===== config.mk =====
export PLATFORM = sky130hd
export DESIGN_NAME = memory_test_sequencer_top_flat
export DESIGN_NICKNAME = d
export VERILOG_FILES = /design/src/design/mts_pkg.sv /design/src/design/mts_req_if.sv /design/src/design/mts_rsp_if.sv /design/src/design/mts_cfg_regs.sv /design/src/design/memory_test_sequencer_top.sv /design/src/flat_wrapper.sv
export SDC_FILE = /design/constraint.sdc
export NUM_CORES = 1
export LEC_CHECK = 0
export BUFFER_PORTS_ARGS = -buffer_cell sky130_fd_sc_hd__buf_2
export CORE_AREA = 4 4 170 205
export DETAILED_ROUTE_END_ITERATION = 6
export DIE_AREA = 0 0 174 209
export MAX_ROUTING_LAYER = met4
export PLACE_DENSITY = 0.8
export SLEW_MARGIN = 20
export SYNTH_ARGS = -nofsm -noshare
export SYNTH_HDL_FRONTEND = slang
export SYNTH_HIERARCHICAL = 1
export SYNTH_SLANG_ARGS = --single-unit

===== constraint.sdc =====
create_clock -name clk_i -period 7.3 [get_ports clk_i]
set_clock_uncertainty 0.1 [all_clocks]
set_input_delay 0.73 -clock clk_i [delete_from_list [all_inputs] [get_ports clk_i]]
set_output_delay 0.73 -clock clk_i [all_outputs]
set_load 0.05 [all_outputs]

===== src/design/mts_pkg.sv =====
// Package for the memory test sequencer: codes, register indexes and the
// configuration struct. No dependencies.
`default_nettype none
package mts_pkg;

  localparam int unsigned MAX_WORDS_LOG2_DEF = 24;
  localparam int unsigned CFG_IDX_W          = 2;
  localparam int unsigned CFG_DATA_W         = 32;
  localparam int unsigned COUNT_W            = 25;

  typedef enum logic [1:0] {
    OP_START    = 2'd0,
    OP_WR_DONE  = 2'd1,
    OP_RD_DATA  = 2'd2,
    OP_RESERVED = 2'd3
  } op_e;

  typedef enum logic [1:0] {
    CMD_NONE   = 2'd0,
    CMD_WRITE  = 2'd1,
    CMD_READ   = 2'd2,
    CMD_FINISH = 2'd3
  } cmd_e;

  typedef enum logic [1:0] {
    MODE_CLEAR  = 2'd0,
    MODE_GALPAT = 2'd1,
    MODE_ADDR   = 2'd2,
    MODE_UNUSED = 2'd3
  } mode_e;

  typedef enum logic [CFG_IDX_W-1:0] {
    REG_TEST_MODE  = 2'd0,
    REG_BASE_ADDR  = 2'd1,
    REG_WORD_COUNT = 2'd2,
    REG_NONE       = 2'd3
  } reg_idx_e;

  typedef struct packed {
    logic [1:0]         test_mode;
    logic [31:0]        base_address;
    logic [COUNT_W-1:0] word_count;
  } cfg_t;

  localparam logic [1:0]         TEST_MODE_RST  = MODE_GALPAT;
  localparam logic [31:0]        BASE_ADDR_RST  = 32'd0;
  localparam logic [COUNT_W-1:0] WORD_COUNT_RST = 25'd16777216;

endpackage
`default_nettype wire


===== src/design/mts_req_if.sv =====
// Request channel of the memory test sequencer: op and returned read data.
// Depends on nothing.
`default_nettype none
interface mts_req_if;
  logic        valid;
  logic        ready;
  logic [1:0]  op;
  logic [31:0] read_data;

  modport source (output valid, output op, output read_data, input ready);
  modport sink   (input valid, input op, input read_data, output ready);
endinterface
`default_nettype wire


===== src/design/mts_rsp_if.sv =====
// Response channel of the memory test sequencer: memory command and check
// results. Depends on nothing.
`default_nettype none
interface mts_rsp_if;
  logic        valid;
  logic        ready;
  logic [1:0]  cmd;
  logic [31:0] addr;
  logic [31:0] write_data;
  logic        mismatch;
  logic [31:0] mismatch_addr;
  logic [31:0] found;
  logic [31:0] expected;
  logic        failed;

  modport source (output valid, output cmd, output addr, output write_data,
                  output mismatch, output mismatch_addr, output found,
                  output expected, output failed, input ready);
  modport sink   (input valid, input cmd, input addr, input write_data,
                  input mismatch, input mismatch_addr, input found,
                  input expected, input failed, output ready);
endinterface
`default_nettype wire


===== src/design/mts_cfg_regs.sv =====
// Configuration register file of the memory test sequencer.
// Depends on mts_pkg.
`default_nettype none
module mts_cfg_regs
  import mts_pkg::*;
(
  input  wire logic                  clk_i,
  input  wire logic                  rst_ni,
  input  wire logic                  we_i,
  input  wire logic [CFG_IDX_W-1:0]  idx_i,
  input  wire logic [CFG_DATA_W-1:0] data_i,
  output cfg_t                       cfg_o
);

  cfg_t cfg_q;

  always_ff @(posedge clk_i or negedge rst_ni) begin
    if (!rst_ni) begin
      cfg_q.test_mode    <= TEST_MODE_RST;
      cfg_q.base_address <= BASE_ADDR_RST;
      cfg_q.word_count   <= WORD_COUNT_RST;
    end else if (we_i) begin
      unique case (reg_idx_e'(idx_i))
        REG_TEST_MODE:  cfg_q.test_mode    <= data_i[1:0];
        REG_BASE_ADDR:  cfg_q.base_address <= data_i;
        REG_WORD_COUNT: cfg_q.word_count   <= data_i[COUNT_W-1:0];
        default: ;
      endcase
    end
  end

  assign cfg_o = cfg_q;

endmodule
`default_nettype wire


===== src/design/memory_test_sequencer_top.sv =====
// Top level of the memory test sequencer: sequencing state, step logic and
// result register. Depends on mts_pkg, mts_req_if, mts_rsp_if, mts_cfg_regs.
//
// Usage: configure test_mode, base_address and word_count through the write
// port while idle, then send a start request on req_i. Each response carries
// one memory command (write, read, finished or none) plus the check of the read
// data that came with the request. Pass every write acknowledge and every
// read data word back as the next request; one request gives one response.
// The response is registered and is presented the cycle after its request is
// taken; a request is taken every cycle unless a held response stalls the
// response register. Ready stays high while the response register is empty
// or being drained, so a stalled receiver holds the response and blocks
// further requests. Reset sets the registers to their defaults, the
// sequencer to idle and clears the failed flag; no clearing pass is needed.
// A start request while a test runs aborts it and begins a new one.
`default_nettype none
module memory_test_sequencer_top
  import mts_pkg::*;
#(
  parameter int unsigned MAX_WORDS_LOG2 = MAX_WORDS_LOG2_DEF
) (
  input  wire logic                  clk_i,
  input  wire logic                  rst_ni,
  input  wire logic                  cfg_we_i,
  input  wire logic [CFG_IDX_W-1:0]  cfg_idx_i,
  input  wire logic [CFG_DATA_W-1:0] cfg_data_i,
  mts_req_if.sink                    req_i,
  mts_rsp_if.source                  rsp_o
);

  localparam int unsigned IW = MAX_WORDS_LOG2 + 1;
  localparam int unsigned CW = (COUNT_W > IW) ? COUNT_W : IW;
  localparam int unsigned SW = (IW + 2 > 32) ? IW + 2 : 32;

  typedef enum logic [2:0] {
    PH_IDLE, PH_CLEAR, PH_GTEST, PH_GSCAN, PH_AWRITE, PH_AREAD
  } phase_e;

  cfg_t cfg;

  mts_cfg_regs u_cfg_regs (
    .clk_i  (clk_i),
    .rst_ni (rst_ni),
    .we_i   (cfg_we_i),
    .idx_i  (cfg_idx_i),
    .data_i (cfg_data_i),
    .cfg_o  (cfg)
  );

  phase_e      phase_q, phase_d;
  logic [1:0]  sub_q, sub_d;
  logic [IW-1:0] ti_q, ti_d, si_q, si_d;
  logic [31:0] comp_q, comp_d;
  logic [31:0] lra_q, lra_d;
  logic        failed_q, failed_d;

  logic        out_valid_q;
  logic [1:0]  cmd_q, cmd_d;
  logic [31:0] addr_q, addr_d, wdata_q, wdata_d;
  logic        mm_q, mm_d;
  logic [31:0] mma_q, mma_d, found_q, found_d, exp_q, exp_d;

  logic acc;
  assign req_i.ready = !out_valid_q || rsp_o.ready;
  assign acc         = req_i.valid && req_i.ready;

  logic [CW-1:0] wc_ext, lim, cnt_w;
  logic [IW-1:0] cnt, ti_inc, si_inc;
  assign wc_ext = CW'(cfg.word_count);
  assign lim    = CW'(1) << MAX_WORDS_LOG2;
  assign cnt_w  = (wc_ext == '0) ? CW'(1) : ((wc_ext > lim) ? lim : wc_ext);
  assign cnt    = cnt_w[IW-1:0];
  assign ti_inc = ti_q + IW'(1);
  assign si_inc = si_q + IW'(1);

  logic          do_wr, do_rd, do_fin, do_chk;
  logic [IW-1:0] sel_idx;
  logic [31:0]   sel_data, chk_exp, word_addr;
  logic [SW-1:0] off;
  logic [31:0]   rdata;

  assign rdata     = req_i.read_data;
  assign off       = SW'(sel_idx) << 2;
  assign word_addr = {cfg.base_address[31:2], 2'b00} + off[31:0];

  always_comb begin
    phase_d  = phase_q;
    sub_d    = sub_q;
    ti_d     = ti_q;
    si_d     = si_q;
    comp_d   = comp_q;
    lra_d    = lra_q;
    failed_d = failed_q;
    do_wr    = 1'b0;
    do_rd    = 1'b0;
    do_fin   = 1'b0;
    do_chk   = 1'b0;
    sel_idx  = '0;
    sel_data = '0;
    chk_exp  = '0;

    unique case (op_e'(req_i.op))
      OP_START: begin
        failed_d = 1'b0;
        ti_d     = '0;
        si_d     = '0;
        sub_d    = 2'd0;
        comp_d   = '0;
        unique case (mode_e'(cfg.test_mode))
          MODE_CLEAR, MODE_GALPAT: begin
            phase_d = PH_CLEAR;
            do_wr   = 1'b1;
          end
          MODE_ADDR: begin
            phase_d = PH_AWRITE;
            do_wr   = 1'b1;
          end
          default: do_fin = 1'b1;
        endcase
      end
      OP_WR_DONE: begin
        priority if (phase_q == PH_CLEAR) begin
          ti_d = ti_inc;
          if (ti_inc >= cnt) begin
            if (cfg.test_mode == MODE_GALPAT) begin
              phase_d = PH_GTEST;
              sub_d   = 2'd0;
              ti_d    = '0;
              do_rd   = 1'b1;
            end else begin
              do_fin = 1'b1;
            end
          end else begin
            do_wr   = 1'b1;
            sel_idx = ti_inc;
          end
        end else if (phase_q == PH_GTEST && sub_q == 2'd1) begin
          phase_d = PH_GSCAN;
          sub_d   = 2'd0;
          si_d    = '0;
          do_rd   = 1'b1;
        end else if (phase_q == PH_GTEST && sub_q == 2'd3) begin
          ti_d = ti_inc;
          if (ti_inc >= cnt) begin
            do_fin = 1'b1;
          end else begin
            sub_d   = 2'd0;
            do_rd   = 1'b1;
            sel_idx = ti_inc;
          end
        end else if (phase_q == PH_AWRITE) begin
          ti_d = ti_inc;
          if (ti_inc >= cnt) begin
            phase_d = PH_AREAD;
            ti_d    = '0;
            do_rd   = 1'b1;
          end else begin
            do_wr    = 1'b1;
            sel_idx  = ti_inc;
            sel_data = 32'(ti_inc);
          end
        end else begin
        end
      end
      OP_RD_DATA: begin
        priority if (phase_q == PH_GTEST && sub_q == 2'd0) begin
          comp_d   = ~rdata;
          sub_d    = 2'd1;
          do_wr    = 1'b1;
          sel_idx  = ti_q;
          sel_data = ~rdata;
        end else if (phase_q == PH_GTEST && sub_q == 2'd2) begin
          sub_d    = 2'd3;
          do_wr    = 1'b1;
          sel_idx  = ti_q;
          sel_data = ~rdata;
        end else if (phase_q == PH_GSCAN && sub_q == 2'd0) begin
          do_chk  = 1'b1;
          chk_exp = (si_q == ti_q) ? comp_q : 32'd0;
          sub_d   = 2'd1;
          do_rd   = 1'b1;
          sel_idx = ti_q;
        end else if (phase_q == PH_GSCAN && sub_q == 2'd1) begin
          do_chk  = 1'b1;
          chk_exp = comp_q;
          si_d    = si_inc;
          do_rd   = 1'b1;
          if (si_inc >= cnt) begin
            phase_d = PH_GTEST;
            sub_d   = 2'd2;
            sel_idx = ti_q;
          end else begin
            sub_d   = 2'd0;
            sel_idx = si_inc;
          end
        end else if (phase_q == PH_AREAD) begin
          do_chk  = 1'b1;
          chk_exp = 32'(ti_q);
          ti_d    = ti_inc;
          if (ti_inc >= cnt) begin
            do_fin = 1'b1;
          end else begin
            do_rd   = 1'b1;
            sel_idx = ti_inc;
          end
        end else begin
        end
      end
      default: ;
    endcase

    cmd_d   = CMD_NONE;
    addr_d  = '0;
    wdata_d = '0;
    if (do_wr) begin
      cmd_d   = CMD_WRITE;
      addr_d  = word_addr;
      wdata_d = sel_data;
    end
    if (do_rd) begin
      cmd_d  = CMD_READ;
      addr_d = word_addr;
      lra_d  = word_addr;
    end
    if (do_fin) begin
      cmd_d   = CMD_FINISH;
      phase_d = PH_IDLE;
      sub_d   = 2'd0;
    end

    mm_d    = do_chk && (rdata != chk_exp);
    mma_d   = '0;
    found_d = '0;
    exp_d   = '0;
    if (mm_d) begin
      mma_d    = lra_q;
      found_d  = rdata;
      exp_d    = chk_exp;
      failed_d = 1'b1;
    end
  end

  always_ff @(posedge clk_i or negedge rst_ni) begin
    if (!rst_ni) begin
      phase_q     <= PH_IDLE;
      sub_q       <= 2'd0;
      ti_q        <= '0;
      si_q        <= '0;
      comp_q      <= '0;
      lra_q       <= '0;
      failed_q    <= 1'b0;
      out_valid_q <= 1'b0;
      cmd_q       <= CMD_NONE;
      addr_q      <= '0;
      wdata_q     <= '0;
      mm_q        <= 1'b0;
      mma_q       <= '0;
      found_q     <= '0;
      exp_q       <= '0;
    end else begin
      if (acc) begin
        phase_q     <= phase_d;
        sub_q       <= sub_d;
        ti_q        <= ti_d;
        si_q        <= si_d;
        comp_q      <= comp_d;
        lra_q       <= lra_d;
        failed_q    <= failed_d;
        out_valid_q <= 1'b1;
        cmd_q       <= cmd_d;
        addr_q      <= addr_d;
        wdata_q     <= wdata_d;
        mm_q        <= mm_d;
        mma_q       <= mma_d;
        found_q     <= found_d;
        exp_q       <= exp_d;
      end else if (rsp_o.ready) begin
        out_valid_q <= 1'b0;
      end
    end
  end

  assign rsp_o.valid         = out_valid_q;
  assign rsp_o.cmd           = cmd_q;
  assign rsp_o.addr          = addr_q;
  assign rsp_o.write_data    = wdata_q;
  assign rsp_o.mismatch      = mm_q;
  assign rsp_o.mismatch_addr = mma_q;
  assign rsp_o.found         = found_q;
  assign rsp_o.expected      = exp_q;
  assign rsp_o.failed        = failed_q;

endmodule
`default_nettype wire

===== src/flat_wrapper.sv =====
// flat-port wrapper written by rule: the top's interface ports become plain ports
module memory_test_sequencer_top_flat import mts_pkg::*;
#(
  parameter int unsigned MAX_WORDS_LOG2 = MAX_WORDS_LOG2_DEF
)
  (clk_i, rst_ni, cfg_we_i, cfg_idx_i, cfg_data_i, req_i_valid, req_i_op, req_i_read_data, req_i_ready, rsp_o_valid, rsp_o_cmd, rsp_o_addr, rsp_o_write_data, rsp_o_mismatch, rsp_o_mismatch_addr, rsp_o_found, rsp_o_expected, rsp_o_failed, rsp_o_ready);
  mts_req_if req_i_i ();
  mts_rsp_if rsp_o_i ();
  input  wire logic clk_i;
  input  wire logic rst_ni;
  input  wire logic cfg_we_i;
  input  wire logic [CFG_IDX_W-1:0] cfg_idx_i;
  input  wire logic [CFG_DATA_W-1:0] cfg_data_i;
  input wire logic [$bits(req_i_i.valid)-1:0] req_i_valid;
  input wire logic [$bits(req_i_i.op)-1:0] req_i_op;
  input wire logic [$bits(req_i_i.read_data)-1:0] req_i_read_data;
  output wire logic [$bits(req_i_i.ready)-1:0] req_i_ready;
  output wire logic [$bits(rsp_o_i.valid)-1:0] rsp_o_valid;
  output wire logic [$bits(rsp_o_i.cmd)-1:0] rsp_o_cmd;
  output wire logic [$bits(rsp_o_i.addr)-1:0] rsp_o_addr;
  output wire logic [$bits(rsp_o_i.write_data)-1:0] rsp_o_write_data;
  output wire logic [$bits(rsp_o_i.mismatch)-1:0] rsp_o_mismatch;
  output wire logic [$bits(rsp_o_i.mismatch_addr)-1:0] rsp_o_mismatch_addr;
  output wire logic [$bits(rsp_o_i.found)-1:0] rsp_o_found;
  output wire logic [$bits(rsp_o_i.expected)-1:0] rsp_o_expected;
  output wire logic [$bits(rsp_o_i.failed)-1:0] rsp_o_failed;
  input wire logic [$bits(rsp_o_i.ready)-1:0] rsp_o_ready;
  assign req_i_i.valid = req_i_valid;
  assign req_i_i.op = req_i_op;
  assign req_i_i.read_data = req_i_read_data;
  assign req_i_ready = req_i_i.ready;
  assign rsp_o_valid = rsp_o_i.valid;
  assign rsp_o_cmd = rsp_o_i.cmd;
  assign rsp_o_addr = rsp_o_i.addr;
  assign rsp_o_write_data = rsp_o_i.write_data;
  assign rsp_o_mismatch = rsp_o_i.mismatch;
  assign rsp_o_mismatch_addr = rsp_o_i.mismatch_addr;
  assign rsp_o_found = rsp_o_i.found;
  assign rsp_o_expected = rsp_o_i.expected;
  assign rsp_o_failed = rsp_o_i.failed;
  assign rsp_o_i.ready = rsp_o_ready;
  memory_test_sequencer_top #(.MAX_WORDS_LOG2(MAX_WORDS_LOG2)) u_core (.clk_i(clk_i), .rst_ni(rst_ni), .cfg_we_i(cfg_we_i), .cfg_idx_i(cfg_idx_i), .cfg_data_i(cfg_data_i), .req_i(req_i_i), .rsp_o(rsp_o_i));
endmodule

==> results.ini, run 1 <==
[run_status]
outcome = completed

[sta]
timing.hold.ws_ns = 0.182
fin_tns_setup_ns = 0
tightest_slew_ns = 1.12
drv_slew = 0
hold_violations = 0
max-slew-margin-rel_pct = 25.5
finalCritPeriodShare_pct = 93.5
fmax_mhz = 147
fin_ws_ns = 0.476
setup_viol = 0
period_minus_slack_ns = 6.82

[route]
vias_per_cell = 6.57
wirelength_mm = 66.1
drt_iter0_drc = 2161
drc_errors = 0
ant_nets = 0
via_count = 17500
wl_per_cell_um = 24.8
dr.pass1.iters = 6

[die]
core_area_um2 = 32900
die_h_um = 209
io_pins = 239
row_count = 73
die_area_um2 = 36400
die_w_um = 174
start_util_pct = 58.1

[clock_tree]
cts_made_buffers = 35
ctsLongestPathBuffers = 3
post-cts-setup-buffers = 0
cts.sinks = 335
h-tree-depth = 2
cts-hold-fix-buffers = 0
cts_tree = built
root_buffer = clkbuf_16
cts.reportedPaths.clkPinSlew_ns = 0.06
clk_latency_ns = 0.54

[setup_path]
start_kind = flop
crit_arrival_ns = 7.10
endpoint_kind = flop
r2r_cells = 29
crit_type = flop to flop
path_common_cell = o21ai_0
cpPeakStageDelay_ns = 0.70
critical_path.max_fanout = 7
worstPathRequired_ns = 7.58
crit_slowest_cell = or4_1

[pwr]
leakagePower_nw = 10.7
power_density_nw_per_um2 = 242
finalPower_mw = 5.39
vdd_drop_max_mv = 0.244

[global_route]
grt_overflow = 0
grt_pass1_vias = 16900
grt_max_degree = 123
grt_pass1_wl_mm = 101
antenna_found_initial = 1
grt.total_usage_pct = 36.4

[placed_design]
dp_hpwl_mm = 49.3
gp_congestion = 1.05
place_ws_ns = 0.463
io_buffers = 234

[worst_hold_path]
hold_class = input port to async pin

[final_layout]
layout.nets = 2379
area_growth_syn_to_layout_pct = 16.5
drive_gt1_share_pct = 22.4

[flow_run]
max_cap_violations = 0

[synthesis]
synthCells = 1983
syn_area_um2 = 19100
yosys_warnings = 6
synth.avg_cell_area_um2 = 9.64

-- path summary, 6_finish.rpt --
kind	start	slack [ns]	end
setup / recovery	u_core/ti_q[1]	0.48	u_core/lra_q[30]
hold / removal	rst_ni	0.18	u_core/rsp_o.mismatch_addr[9]
setup reg to reg	u_core/ti_q[1]	0.48	u_core/lra_q[30]
hold reg to reg	u_core/rsp_o.addr[10]	0.37	u_core/rsp_o.addr[10]
max in group asynchronous	rst_ni	5.45	u_core/rsp_o.found[12]
min in group clk_i	cfg_data_i[25]	0.33	u_core/u_cfg_regs/cfg_o[50]
-- report_power, final --
part	internal, mW	switching, mW	total, mW
clock	1.13	0.758	1.89
combinational	0.415	0.800	1.21
sequential	2.08	0.206	2.28
-- layout by cell type, fill, tap and decap left out, types with 20 or more instances in the layout --
cell type	instances
a21oi_1	70
a22o_1	21
a32o_1	86
and3_1	21
buf_2	233
buf_4	112
clkbuf_16	35
dfrtp_1	333
ha_1	81
inv_1	61
mux2_2	53
mux2_4	21
mux2i_1	20
nand2_1	288
nand3_1	45
nand4_1	26
nor2_1	88
nor3_1	23
o21ai_0	165
o221ai_1	35
o22ai_1	29
o31ai_1	48
xnor2_1	64
xor2_1	47
-- flip-flops by register name, summed over array words and instances, names as in the netlist --
name                        count
u_core/rsp_o.addr              30
u_core/comp_q                  32
u_core/rsp_o.cmd                2
u_core/rsp_o.write_data        32
u_core/rsp_o.found             32
u_core/rsp_o.mismatch           1
u_core/sub_q                    2
u_core/rsp_o.failed             1
u_core/rsp_o.expected          32
u_core/rsp_o.valid              1
u_core/si_q                    25
u_core/ti_q                    25
u_core/phase_q                  3
u_core/u_cfg_regs/cfg_o        57
u_core/lra_q                   30
u_core/rsp_o.mismatch_addr     30
-- critical path, delay by kind of cell, from the launching register on --
kind                     cells  cell delay (ns)
AO/OA/AOI/OAI               13             2.29
AND/OR/NAND/NOR              7             1.82
adder cells (fa/ha/maj)      4             1.07
XOR/XNOR                     2             0.47
flip-flops                   1             0.47
buffers and inverters        3             0.45
-- routing by layer --
metal | global-route usage, % | vias up | routed length [um]
met4 | 19.0 | 0 | 4100
met2 | 55.6 | 924 | 30100
met5 | - | - | 0
li1 | - | 7761 | -
met1 | 48.0 | 8612 | 26400
met3 | 4.92 | 190 | 5380
-- per-stage QoR --
stage | instance area, um2 | instances | util, %
3_5_place_dp | 21000 | 2598 | 63.9
3_3_place_gp | 21000 | 2598 | 63.9
5_1_grt | 22300 | 2662 | 67.7
4_1_cts | 22200 | 2661 | 67.6
6_report | 22300 | 2663 | 67.7
2_1_floorplan | 19100 | 1986 | -
-- what timing repair did --
action / CTS / global route
resized for setup: 0 / 5
hold endpoints to repair: 0 / 0
setup endpoints to repair: 0 / 15
-- area by class of cell --
| cell class | instances | area (um2) |
|---|---|---|
| Clock inverter | 14 | 186 |
| Fill cell | 2606 | 10600 |
| Multi-Input combinational cell | 1442 | 9870 |
| Tap cell | 412 | 515 |
| Clock buffer | 49 | 1030 |
| Antenna cell | 2 | 5.00 |
| Sequential cell | 335 | 8390 |
| Timing Repair Buffer | 347 | 2040 |
| Inverter | 62 | 233 |
No activity file was read; power rests on OpenSTA's default activity.
==> inputs of run 2 (changes only) <==
CELL_PAD_IN_SITES_DETAIL_PLACEMENT = 1   (was not set)
CELL_PAD_IN_SITES_GLOBAL_PLACEMENT = 1   (was not set)
CORE_AREA = 4 4 192 231   (was 4 4 170 205)
DIE_AREA = 0 0 196 235   (was 0 0 174 209)
PLACE_DENSITY = not set   (was 0.8)
PLACE_DENSITY_LB_ADDON = 0.1   (was not set)
==> results.ini, run 2 (synthesized netlist as in run 1, its figures left out) <==
[die]
io_pins = 239  ; unchanged
die_area_um2 = 46100  ; +27%
start_util_pct = 45.7  ; -12 points
die_w_um = 196  ; +13%
die_h_um = 235  ; +12%
row_count = 82  ; +12%
core_area_um2 = 41900  ; +27%

[clock_tree]
cts-resized-gates = 0  ; unchanged
h-tree-depth = 2  ; unchanged
cts.reportedPaths.clkPinSlew_ns = 0.06  ; about the same
cts.sinks = 335  ; unchanged
clk_latency_ns = 0.57  ; +0.03 ns
root_buffer = clkbuf_16
cts_made_buffers = 38  ; +8.6%
cts-hold-fix-buffers = 0  ; unchanged
ctsLongestPathBuffers = 3  ; unchanged
cts_tree = built
post-cts-setup-buffers = 0  ; unchanged

[final_layout]
layout.nets = 2371  ; -0.34%
diodes = 0  ; -2
nFillCells = 4772  ; +83%
area_growth_syn_to_layout_pct = 17.4
layout_common_cells = 331 x dfrtp_1, 288 x nand2_1, 233 x buf_2, 165 x o21ai_0, 98 x buf_4
fin_area_um2 = 22400  ; +0.79%
post-route-util_pct = 53.6  ; -14 points
largest_register_ffs = 57  ; unchanged
drive_gt1_share_pct = 22.1  ; -0.23 points
final_common_cell = dfrtp_1

[global_route]
antenna_found_initial = 3  ; +2
grt_overflow = 0  ; unchanged
grt_pass1_wl_mm = 114  ; +13%
grt_pass1_vias = 17800  ; +5.2%
grt_max_degree = 158  ; +28%
grt.total_usage_pct = 32.7  ; -3.7 points

[setup_path]
crit_type = flop to flop
r2r_end = u_core/rsp_o.addr[31]
r2r_cells = 29  ; unchanged
worstPathRequired_ns = 7.64  ; +0.06 ns
critical_path.max_fanout = 9  ; +2
crit_slowest_cell = dfrtp_2
crit_arrival_ns = 7.17  ; +0.07 ns
endpoint_kind = flop
r2r_slack_ns = 0.46  ; about the same
start_kind = flop
cpPeakStageDelay_ns = 0.50  ; -0.20 ns
reg2reg_from = u_core/ti_q[1]

[route]
vias_per_cell = 6.22  ; -5.2%
wl_met1_mm = 32.2  ; +22%
met3_wirelength_mm = 4.37  ; -19%
drt_iter0_drc = 1222  ; -43%
wirelength_mm = 75.4  ; +14%
drc_errors = 0  ; unchanged
wl_met2_mm = 35.6  ; +18%
via_count = 17300  ; -0.83%
dr.max_layer_used = met4
ant_nets = 0  ; unchanged
dr.pass1.iters = 5  ; -1
wl_per_cell_um = 27.1  ; +9.1%

[sta]
period_minus_slack_ns = 6.84  ; +0.0147 ns
setup_viol = 0  ; unchanged
tightest_slew_ns = 1.16  ; +0.0445 ns
max-slew-margin-rel_pct = 22.5  ; -3.0 points
timing.hold.ws_ns = 0.0878  ; -0.0943 ns
fin_tns_setup_ns = 0  ; unchanged
fmax_mhz = 146  ; -0.21%
drv_slew = 0  ; unchanged
hold_violations = 0  ; unchanged
finalCritPeriodShare_pct = 93.7  ; +0.20 points

[pwr]
p_int_mw = 3.63  ; +0.17%
p_switching_mw = 1.85  ; +5.0%
leakagePower_nw = 10.7  ; about the same
p_sw_share_pct = 33.8  ; +1.0 points
power_density_nw_per_um2 = 244  ; +0.96%
seqPwrFrac_pct = 42.1  ; -0.3 points
vdd_drop_max_mv = 0.208  ; -15%
p_clk_share_pct = 35.6  ; +0.6 points
pwr-share-comb_pct = 22.3  ; -0.3 points

[placed_design]
io_buffers = 234  ; unchanged
dp_hpwl_mm = 56.0  ; +14%
gp_congestion = 0.994  ; -5.0%
place_area_um2 = 21100  ; +0.52%

[run_status]
outcome = completed

[flow_run]
max_cap_violations = 0  ; unchanged

[worst_hold_path]
hold_class = input port to async pin

-- run 2: worst max-delay path: cells and delay by family, from the launching register on --
| family | cells | cell delay, ns |
|---|---|---|
| AOI/OAI and AO/OA | 9 | 1.78 |
| xor gates and xnor gates | 2 | 0.35 |
| adders and majority gates | 3 | 1.10 |
| buffers and inverters | 3 | 0.49 |
| DFF | 1 | 0.50 |
| and+or+nand+nor | 12 | 2.36 |
-- run 2: layout make-up --
class                   instances  area [um2]  area share [%]
multi-input cells            1442        9870            44.0
flip-flops and latches        335        8390            37.4
repair buffers                336        2000            8.93
clock buffers                  54        1120            5.00
well taps                     546         683            3.04
inverters                      62         233            1.04
clock inverters                12         139           0.619
-- run 2: through the flow --
step	power [mW]	worst slack, ns	std cells
after floorplan	3.02	0.691	1986
after global placement	3.50	0.406	2720
after detailed placement	3.54	0.214	2720
after CTS	5.50	0.199	2786
after global routing	5.72	-0.0141	2787
final	5.48	0.461	2787
-- run 2: routing by layer --
layer	track usage, %	up-vias
met4	12.1	0
met5	-	-
met1	42.7	8848
met2	52.2	608
li1	-	7755
met3	4.44	130
-- run 2: worst max path at each step --
stage | startpoint | to | slack (ns)
after detailed placement | u_core/ti_q[1] | u_core/lra_q[29] | 0.21
after global routing | u_core/ti_q[1] | u_core/lra_q[29] | -0.01
after CTS | u_core/ti_q[1] | u_core/lra_q[29] | 0.20
final | u_core/ti_q[1] | u_core/rsp_o.addr[31] | 0.46
after global placement | u_core/ti_q[1] | u_core/lra_q[31] | 0.41
after floorplan | u_core/ti_q[2] | u_core/lra_q[31] | 0.69
-- run 2: power groups by stage --
stage / clock network (mW) / registers, mW / logic [mW]
final: 1.95 / 2.31 / 1.22
after global routing: 2.07 / 2.33 / 1.32
after CTS: 1.98 / 2.30 / 1.21
after detailed placement: 0 / 2.33 / 1.20
after global placement: 0 / 2.32 / 1.17
after floorplan: 0 / 2.38 / 0.642
